**src/hw/rtl/bbc_pkg.sv**
```systemverilog
// Shared types, constants and codes of the buffer cache tag store.
package bbc_pkg;

  localparam int SLOT_COUNT = 32;
  localparam int SLOT_W = (SLOT_COUNT > 1) ? $clog2(SLOT_COUNT) : 1;

  localparam logic [7:0] CNT_MAX = 8'hFF;

  typedef enum logic [1:0] {
    OP_ACQUIRE = 2'd0,
    OP_RELEASE = 2'd1,
    OP_PIN     = 2'd2,
    OP_UNPIN   = 2'd3
  } op_t;

  typedef enum logic [2:0] {
    STS_HIT    = 3'd0,
    STS_READ   = 3'd1,
    STS_NOFREE = 3'd2,
    STS_FAULT  = 3'd3,
    STS_DONE   = 3'd4
  } status_t;

  typedef enum logic [2:0] {
    S_IDLE,
    S_SCAN,
    S_SCAN_END,
    S_FETCH,
    S_APPLY
  } state_t;

  typedef struct packed {
    logic [7:0]  dev;
    logic [31:0] blk;
    logic [7:0]  cnt;
    logic [31:0] stamp;
    logic        valid;
  } entry_t;

  localparam int ENTRY_W = $bits(entry_t);

  typedef struct packed {
    logic load;
    logic scan_rd;
    logic fetch_rd;
    logic apply;
  } ctrl_cmd_t;

  typedef struct packed {
    logic is_acquire;
    logic scan_last;
  } dp_stat_t;

endpackage

```
**src/hw/rtl/bbc_ram.sv**
```systemverilog
// Generic single-port-write, single-port-read RAM with registered read data.
module bbc_ram #(
  parameter int WIDTH = 8,
  parameter int DEPTH = 32
) (
  input  logic                                        clk,
  input  logic                                        we,
  input  logic [((DEPTH > 1) ? $clog2(DEPTH) : 1)-1:0] waddr,
  input  logic [WIDTH-1:0]                            wdata,
  input  logic                                        re,
  input  logic [((DEPTH > 1) ? $clog2(DEPTH) : 1)-1:0] raddr,
  output logic [WIDTH-1:0]                            rdata
);

  logic [WIDTH-1:0] mem [DEPTH];

  always_ff @(posedge clk) begin
    if (we) begin
      mem[waddr] <= wdata;
    end
    if (re) begin
      rdata <= mem[raddr];
    end
  end

endmodule

```
**src/hw/rtl/bbc_ctrl.sv**
```systemverilog
// Controller state machine: sequences the slot scan, the target fetch and the update.
module bbc_ctrl (
  input  logic                clk,
  input  logic                rst,
  input  logic                start,
  output logic                busy,
  input  bbc_pkg::dp_stat_t   stat,
  output bbc_pkg::ctrl_cmd_t  cmd
);
  import bbc_pkg::*;

  state_t state, state_next;

  always_ff @(posedge clk) begin
    if (rst) begin
      state <= S_IDLE;
    end else begin
      state <= state_next;
    end
  end

  always_comb begin
    state_next = state;
    cmd        = '0;
    busy       = 1'b1;
    case (state)
      S_IDLE: begin
        busy = 1'b0;
        if (start) begin
          cmd.load   = 1'b1;
          // The op is decided from the port here, since the register loads at this edge.
          state_next = stat.is_acquire ? S_SCAN : S_FETCH;
        end
      end
      S_SCAN: begin
        cmd.scan_rd = 1'b1;
        if (stat.scan_last) begin
          state_next = S_SCAN_END;
        end
      end
      S_SCAN_END: begin
        // Last scan read lands this cycle; the trackers settle at its end.
        state_next = S_FETCH;
      end
      S_FETCH: begin
        cmd.fetch_rd = 1'b1;
        state_next   = S_APPLY;
      end
      S_APPLY: begin
        cmd.apply  = 1'b1;
        state_next = S_IDLE;
      end
      default: begin
        state_next = S_IDLE;
      end
    endcase
  end

endmodule

```
**src/hw/rtl/bbc_datapath.sv**
```systemverilog
// Datapath: slot store, scan trackers for tag match and oldest free slot, update and result.
module bbc_datapath (
  input  logic                         clk,
  input  logic                         rst,
  input  bbc_pkg::ctrl_cmd_t           cmd,
  output bbc_pkg::dp_stat_t            stat,
  input  logic [1:0]                   op,
  input  logic [7:0]                   device,
  input  logic [31:0]                  block_number,
  input  logic [4:0]                   slot_index,
  input  logic [31:0]                  now_tick,
  output logic                         done,
  output logic [2:0]                   status,
  output logic [4:0]                   result_slot,
  output logic [7:0]                   ref_count
);
  import bbc_pkg::*;

  // Latched request.
  op_t         op_q;
  logic [7:0]  dev_q;
  logic [31:0] blk_q;
  logic [4:0]  slot_q;
  logic [31:0] now_q;

  // Scan state.
  logic [SLOT_W-1:0] scan_addr;
  logic [SLOT_W-1:0] rd_idx;
  logic              scan_live;
  logic              match_found;
  logic [SLOT_W-1:0] match_idx;
  logic              free_found;
  logic [SLOT_W-1:0] victim_idx;
  logic [31:0]       best_stamp;

  // Store access.
  logic [SLOT_COUNT-1:0] seen;
  logic                  seen_rd;
  logic [ENTRY_W-1:0]    ram_rdata;
  entry_t                entry;
  logic                  rd_en;
  logic [SLOT_W-1:0]     rd_addr;
  logic [SLOT_W-1:0]     target_addr;
  logic                  we;
  entry_t                wentry;

  logic        hit_now;
  logic        free_better;
  logic        slot_in_range;
  status_t     res_status;
  logic [SLOT_W-1:0] res_idx;
  logic [4:0]  res_slot;
  logic [7:0]  res_cnt;

  assign stat.is_acquire = (op_t'(op) == OP_ACQUIRE);
  assign stat.scan_last  = (scan_addr == SLOT_W'(SLOT_COUNT - 1));

  // A slot never written since reset reads as all zero.
  assign entry = seen_rd ? entry_t'(ram_rdata) : '0;

  assign slot_in_range = (32'(slot_q) < 32'(SLOT_COUNT));

  always_comb begin
    if (op_q != OP_ACQUIRE) begin
      target_addr = SLOT_W'(slot_q);
    end else if (match_found) begin
      target_addr = match_idx;
    end else begin
      target_addr = victim_idx;
    end
  end

  assign rd_en   = cmd.scan_rd | cmd.fetch_rd;
  assign rd_addr = cmd.scan_rd ? scan_addr : target_addr;

  bbc_ram #(
    .WIDTH (ENTRY_W),
    .DEPTH (SLOT_COUNT)
  ) u_slots (
    .clk   (clk),
    .we    (we),
    .waddr (target_addr),
    .wdata (wentry),
    .re    (rd_en),
    .raddr (rd_addr),
    .rdata (ram_rdata)
  );

  always_ff @(posedge clk) begin
    if (cmd.load) begin
      op_q   <= op_t'(op);
      dev_q  <= device;
      blk_q  <= block_number;
      slot_q <= slot_index;
      now_q  <= now_tick;
    end
    if (rd_en) begin
      seen_rd <= seen[rd_addr];
    end
    rd_idx <= scan_addr;
  end

  always_ff @(posedge clk) begin
    if (rst) begin
      seen <= '0;
    end else if (we) begin
      seen[target_addr] <= 1'b1;
    end
  end

  // Scan: one slot read per cycle, evaluated in the cycle after its read.
  assign hit_now     = (entry.dev == dev_q) && (entry.blk == blk_q);
  assign free_better = (entry.cnt == 8'd0) && (!free_found || (entry.stamp < best_stamp));

  always_ff @(posedge clk) begin
    if (rst) begin
      scan_live   <= 1'b0;
      scan_addr   <= '0;
      match_found <= 1'b0;
      free_found  <= 1'b0;
      match_idx   <= '0;
      victim_idx  <= '0;
      best_stamp  <= '0;
    end else begin
      scan_live <= cmd.scan_rd;
      if (cmd.load) begin
        scan_addr   <= '0;
        match_found <= 1'b0;
        free_found  <= 1'b0;
        match_idx   <= '0;
        victim_idx  <= '0;
      end else begin
        if (cmd.scan_rd) begin
          scan_addr <= scan_addr + SLOT_W'(1);
        end
        if (scan_live) begin
          if (!match_found && hit_now) begin
            match_found <= 1'b1;
            match_idx   <= rd_idx;
          end
          if (free_better) begin
            free_found <= 1'b1;
            victim_idx <= rd_idx;
            best_stamp <= entry.stamp;
          end
        end
      end
    end
  end

  // Update of the fetched target slot and the result of the operation.
  always_comb begin
    we         = 1'b0;
    wentry     = entry;
    res_status = STS_DONE;
    res_idx    = target_addr;
    res_cnt    = 8'd0;
    if (op_q == OP_ACQUIRE) begin
      if (match_found) begin
        if (entry.cnt == CNT_MAX) begin
          res_status = STS_FAULT;
          res_cnt    = CNT_MAX;
        end else begin
          we           = cmd.apply;
          wentry.cnt   = entry.cnt + 8'd1;
          wentry.valid = 1'b1;
          res_status   = entry.valid ? STS_HIT : STS_READ;
          res_cnt      = entry.cnt + 8'd1;
        end
      end else if (free_found) begin
        we           = cmd.apply;
        wentry.dev   = dev_q;
        wentry.blk   = blk_q;
        wentry.cnt   = 8'd1;
        wentry.valid = 1'b1;
        res_status   = STS_READ;
        res_cnt      = 8'd1;
      end else begin
        res_status = STS_NOFREE;
        res_idx    = '0;
      end
    end else if (!slot_in_range) begin
      res_status = STS_DONE;
    end else if (op_q == OP_PIN) begin
      if (entry.cnt == CNT_MAX) begin
        res_status = STS_FAULT;
        res_cnt    = CNT_MAX;
      end else begin
        we         = cmd.apply;
        wentry.cnt = entry.cnt + 8'd1;
        res_cnt    = entry.cnt + 8'd1;
      end
    end else begin
      if (entry.cnt == 8'd0) begin
        res_status = STS_FAULT;
      end else begin
        we         = cmd.apply;
        wentry.cnt = entry.cnt - 8'd1;
        res_cnt    = entry.cnt - 8'd1;
        // Only a release that drops the last reference records the tick.
        if ((op_q == OP_RELEASE) && (entry.cnt == 8'd1)) begin
          wentry.stamp = now_q;
        end
      end
    end
  end

  // Out-of-range slots report the index as given rather than the truncated address.
  assign res_slot = ((op_q != OP_ACQUIRE) && !slot_in_range) ? slot_q : 5'(res_idx);

  always_ff @(posedge clk) begin
    if (rst) begin
      done <= 1'b0;
    end else begin
      done <= cmd.apply;
    end
  end

  always_ff @(posedge clk) begin
    if (cmd.apply) begin
      status      <= res_status;
      result_slot <= res_slot;
      ref_count   <= res_cnt;
    end
  end

endmodule

```
**src/hw/rtl/block_buffer_cache_lru_refcount.sv**
```systemverilog
// Top level of the buffer cache tag store with reference counts and LRU replacement.
//
//   Channel   Handshake            Fields
//   request   start / busy         op, device, block_number, slot_index, now_tick
//   result    done (one cycle)     status, result_slot, ref_count
//
// A request transfer happens at an edge with start high and busy low.
// An acquire reads every slot once through the single read port of the slot
// store, then fetches and updates the chosen slot. Release, pin and unpin
// skip the scan and fetch and update the given slot directly.
// done pulses for one cycle; busy drops in that same cycle, so a new request
// may be taken while the result is shown. The receiver cannot stall.
// rst (synchronous) marks every slot as unwritten, which reads as all zero.
module block_buffer_cache_lru_refcount (
  input  logic        clk,
  input  logic        rst,
  input  logic        start,
  output logic        busy,
  input  logic [1:0]  op,
  input  logic [7:0]  device,
  input  logic [31:0] block_number,
  input  logic [4:0]  slot_index,
  input  logic [31:0] now_tick,
  output logic        done,
  output logic [2:0]  status,
  output logic [4:0]  result_slot,
  output logic [7:0]  ref_count
);
  import bbc_pkg::*;

  ctrl_cmd_t cmd;
  dp_stat_t  stat;

  bbc_ctrl u_ctrl (
    .clk   (clk),
    .rst   (rst),
    .start (start),
    .busy  (busy),
    .stat  (stat),
    .cmd   (cmd)
  );

  bbc_datapath u_dp (
    .clk          (clk),
    .rst          (rst),
    .cmd          (cmd),
    .stat         (stat),
    .op           (op),
    .device       (device),
    .block_number (block_number),
    .slot_index   (slot_index),
    .now_tick     (now_tick),
    .done         (done),
    .status       (status),
    .result_slot  (result_slot),
    .ref_count    (ref_count)
  );

endmodule
```
**config.mk**
```make
export PLATFORM = sky130hd
export DESIGN_NAME = block_buffer_cache_lru_refcount
export DESIGN_NICKNAME = d
export VERILOG_FILES = /design/src/hw/rtl/bbc_pkg.sv /design/src/hw/rtl/bbc_ram.sv /design/src/hw/rtl/bbc_ctrl.sv /design/src/hw/rtl/bbc_datapath.sv /design/src/hw/rtl/block_buffer_cache_lru_refcount.sv
export SDC_FILE = /design/constraint.sdc
export NUM_CORES = 2
export LEC_CHECK = 0
export BUFFER_PORTS_ARGS = -buffer_cell sky130_fd_sc_hd__buf_2
export CAP_MARGIN = 20
export CELL_PAD_IN_SITES_DETAIL_PLACEMENT = 1
export CELL_PAD_IN_SITES_GLOBAL_PLACEMENT = 1
export CORE_MARGIN = 4
export CORE_UTILIZATION = 30
export CTS_BUF_LIST = sky130_fd_sc_hd__clkbuf_8
export DETAILED_ROUTE_END_ITERATION = 6
export PLACE_DENSITY_LB_ADDON = 0.2
export SLEW_MARGIN = 20
export SYNTH_ARGS = -nofsm -noshare
export SYNTH_HDL_FRONTEND = slang
export SYNTH_SLANG_ARGS = --single-unit
```
**constraint.sdc**
```tcl
create_clock -name clk -period 18.9 [get_ports clk]
set_clock_uncertainty 0.05 [all_clocks]
set_input_delay 2.835 -clock clk [delete_from_list [all_inputs] [get_ports clk]]
set_output_delay 2.835 -clock clk [all_outputs]
set_load 0.005 [all_outputs]
```
==> flow_summary_export.csv <==
group,metric,value,unit
cells_and_area,final_core_util,34.4,%
synthesis,yosysSeqAreaShare,76.4,%
hold_path,min-delay-start,"u_dp.scan_addr[3]",
floorplan,die_w,617,µm
placed_design,dp_slack,12.14,ns
pwr,p_leak,40.9,nW
sta,maxSlewViolCount,0,
sta,min_period,6.74,ns
sta,final-setup-viol-count,0,
drt,finalWirelength,368000,µm
synthesis,synth_top_area_share,74.8,%
sta,rsz0062_at_grt,"false",
cts,cts_resized,0,
pwr,power.total,13.9,mW
synthesis,synth_ff_type,"edfxtp_1",
sta,max_slew_margin,23.6,%
cts,cts_buffers,474,
critical_path,cp_data_arrival_time,7.50,ns
synthesis,synth_edf_count,2769,
sta,setup_tns,0,ns
floorplan,start_util,30.1,%
critical_path,crit_top_cell,"buf_4",
sta,final.setup.worst_slack,12.16,ns
pwr,internal_power,10.2,mW
synthesis,yosys-top-cells-count,"edfxtp_1, nand2_1, a21oi_1",
run,cap_violations,0,
synthesis,synth.area.top_cells,"edfxtp_1, mux4_2, mux2i_1",
critical_path,crit_buf_inv,3,
global_routing,overflow,0,
drt,routed_via_density,5.14,
cells_and_area,nets,6874,
pwr,peakVddDrop,50.6,µV
critical_path,required,19.66,ns
placed_design,gp_congestion,0.749,
critical_path,regToRegSetupSlack,12.16,ns
hold_path,hold_path_depth,0,
floorplan,boundaryPins,100,
global_routing,antenna_found_initial,7,
drt,drc,0,
global_routing,grt_use_total,18.8,%
floorplan,rows,223,
pwr,power_frac_comb,10.9,%
pwr,swShare,26.6,%
critical_path,cp_top_family,"buffers and inverters",
critical_path,startpoint,"u_dp.op_q[0]",
cts,cts_hold_buf,0,
cts,clk_latency,1.14,ns
synthesis,syn_avg_cell_area,17.4,µm²
synthesis,yosysMostFrequentCell,"edfxtp_1",
drt,vias,62249,
global_routing,grt_pass1_wl,515000,µm
cells_and_area,syn2layout_area_growth,14.4,%
synthesis,ys_warn_count,0,
critical_path,worstPathMaxFanout,84,
drt,wl_per_cell,30.4,µm
hold_path,min_path_type,"flip-flop to flip-flop",
cts,cts.sinks,2860,
critical_path,crit_path_top_delay_cell,"buf_4",
synthesis,async_reset_ff_share,0,%
critical_path,r2r_cells,9,
cts,cts_tree,"yes",
placed_design,place_hpwl,180000,µm
drt,ant_nets,0,
run_status,status,"complete, no violations",
synthesis,synth_nets,6507,
placed_design,dpl-instance-area,0.118,mm²
pwr,clkPwrFrac,36.9,%
pwr,seqPwrFrac,52.2,%
cells_and_area,final_layout_size_suffix_gt1_share,18.3,%
cells_and_area,design_area,0.127,mm²
critical_path,crit_type,"flip-flop to flip-flop",
cts,cts_post_setup_buffers_inserted,0,
critical_path,slowest_delay,0.82,ns
cts,root_buffer,"clkbuf_8",
sta,fin_crit_sh,35.7,%
pwr,p_per_area,109,mW/mm²
sta,fmax,148,MHz
synthesis,ys_ff_latch,2860,
critical_path,reg2reg_from,"u_dp.op_q[0]",
floorplan,dieArea,0.380,mm²
hold_path,min_delay_worst_endpoint,"u_dp.rd_idx[3]",
cts,cts_buffer_depth,4,
placed_design,numPortBuffers,99,
pwr,power_switching,3.70,mW
critical_path,path_cells,"or2_1 -> o21a_1 -> o21ai_4 -> buf_12 -> buf_4 -> buf_4 -> mux4_2 -> a2111oi_0 -> a22oi_1",
critical_path,critPathCaptureType,"flip-flop",
floorplan,fp.dieH,617,µm
drt,drt-pass1-iter-count,7,
global_routing,grt_max_degree,128,
global_routing,grt_pass1_vias,66090,
critical_path,worstReg2RegEnd,"u_dp.u_slots.rdata[61]",
drt,drt_iter0_drc,5249,
synthesis,yosysTopAreaCell,"edfxtp_1",
cts,h-tree-depth,5,
synthesis,syn_area,0.111,mm²
synthesis,syn_inst,6386,
critical_path,cp-start-kind,"flip-flop",
sta,tightest_slew,1.15,ns
synthesis,synth.distinct_cells,80,
cts,path_clk_slew,0.06,ns
floorplan,core_area,0.369,mm²
sta,hold_viol_final,0,
==> power groups by stage <==
stage               sequential [mW]  clock [mW]  combinational (mW)
floorplan                      7.35           0               0.949
global placement               7.39           0                1.51
detailed placement             7.39           0                1.53
CTS                            7.25        5.30                1.54
global route                   7.25        5.59                1.64
finish                         7.25        5.13                1.52
==> layout by cell type, fill, tap and decap left out, drive strengths merged, types with 11 or more instances in the layout <==
| master | Yosys | final |
|---|---|---|
| a2111oi | 159 | 159 |
| a21o | 17 | 17 |
| a21oi | 381 | 381 |
| a22oi | 164 | 164 |
| and2 | 31 | 31 |
| buf | 185 | 271 |
| bufinv | 0 | 13 |
| clkbuf | 195 | 481 |
| clkinv | 0 | 229 |
| clkinvlp | 0 | 11 |
| dfxtp | 91 | 91 |
| edfxtp | 2769 | 2769 |
| ha | 39 | 39 |
| inv | 67 | 208 |
| mux2 | 31 | 31 |
| mux2i | 380 | 380 |
| mux4 | 310 | 310 |
| nand2 | 841 | 841 |
| nand3 | 55 | 55 |
| nand4 | 14 | 14 |
| nor2 | 164 | 164 |
| nor3 | 16 | 16 |
| nor4 | 12 | 12 |
| o21ai | 142 | 142 |
| o221ai | 79 | 79 |
| o22ai | 96 | 96 |
| o31ai | 25 | 25 |
| xnor2 | 14 | 14 |
==> cell type report <==
class	instances	area, µm²
tap	4950	6190
fill	37184	242000
inverter	67	251
clock buffer	481	6620
sequential	2860	85000
timing repair buffer	271	2190
antenna	4	10.0
multi-input combinational	3079	24800
clock inverter	394	2100
==> worst reg2reg max path, delay by kind of cell, from the launching register on <==
kind / cells / cell delay (ns)
muxes: 1 / 0.68
buffers and inverters: 3 / 2.45
AOI/OAI and AO/OA: 4 / 2.12
and+or+nand+nor: 1 / 0.54
DFF: 1 / 0.65
==> worst max path at each step <==
stage / cells after the start / slack (ns) / to
after floorplan: 7 / 11.22 / u_dp.best_stamp[10]
after global placement: 9 / 12.23 / u_dp.u_slots.rdata[61]
after detailed placement: 9 / 12.14 / u_dp.u_slots.rdata[61]
after CTS: 9 / 12.20 / u_dp.u_slots.rdata[61]
after global routing: 9 / 11.83 / u_dp.u_slots.rdata[61]
final: 9 / 12.16 / u_dp.u_slots.rdata[61]
==> registers in the layout, indices dropped and copies added (netlist names), 8 cells and up <==
register            cells
u_dp.best_stamp        32
u_dp.blk_q             32
u_dp.dev_q              8
u_dp.now_q             32
u_dp.ref_count          8
u_dp.seen              32
u_dp.u_slots.mem     2592
u_dp.u_slots.rdata     81
==> kinds of logic after synthesis <==
family	count (synthesis)	synth area share, %
fa+ha+maj	39	0.439
buf+inv	447	1.99
simple gates	1166	4.25
mux	721	10.0
xor+xnor	17	0.134
compound gates	1136	6.73
flops	2860	76.4
==> layer usage <==
metal,vias up,GRT usage [%],part of all wire (%)
li1,26279,-,-
met1,33756,24.7,43
met2,1670,32.7,50
met3,544,2.29,4.1
met4,0,5.54,2.8
met5,-,0,0
==> per-stage QoR <==
step	hold slack [ns]	cells
after floorplan	0.279	6386
after global placement	0.378	11213
after detailed placement	0.376	11218
after CTS	0.384	12093
after global routing	0.384	12103
final	0.380	12106
(Power assumes the default switching activity.)
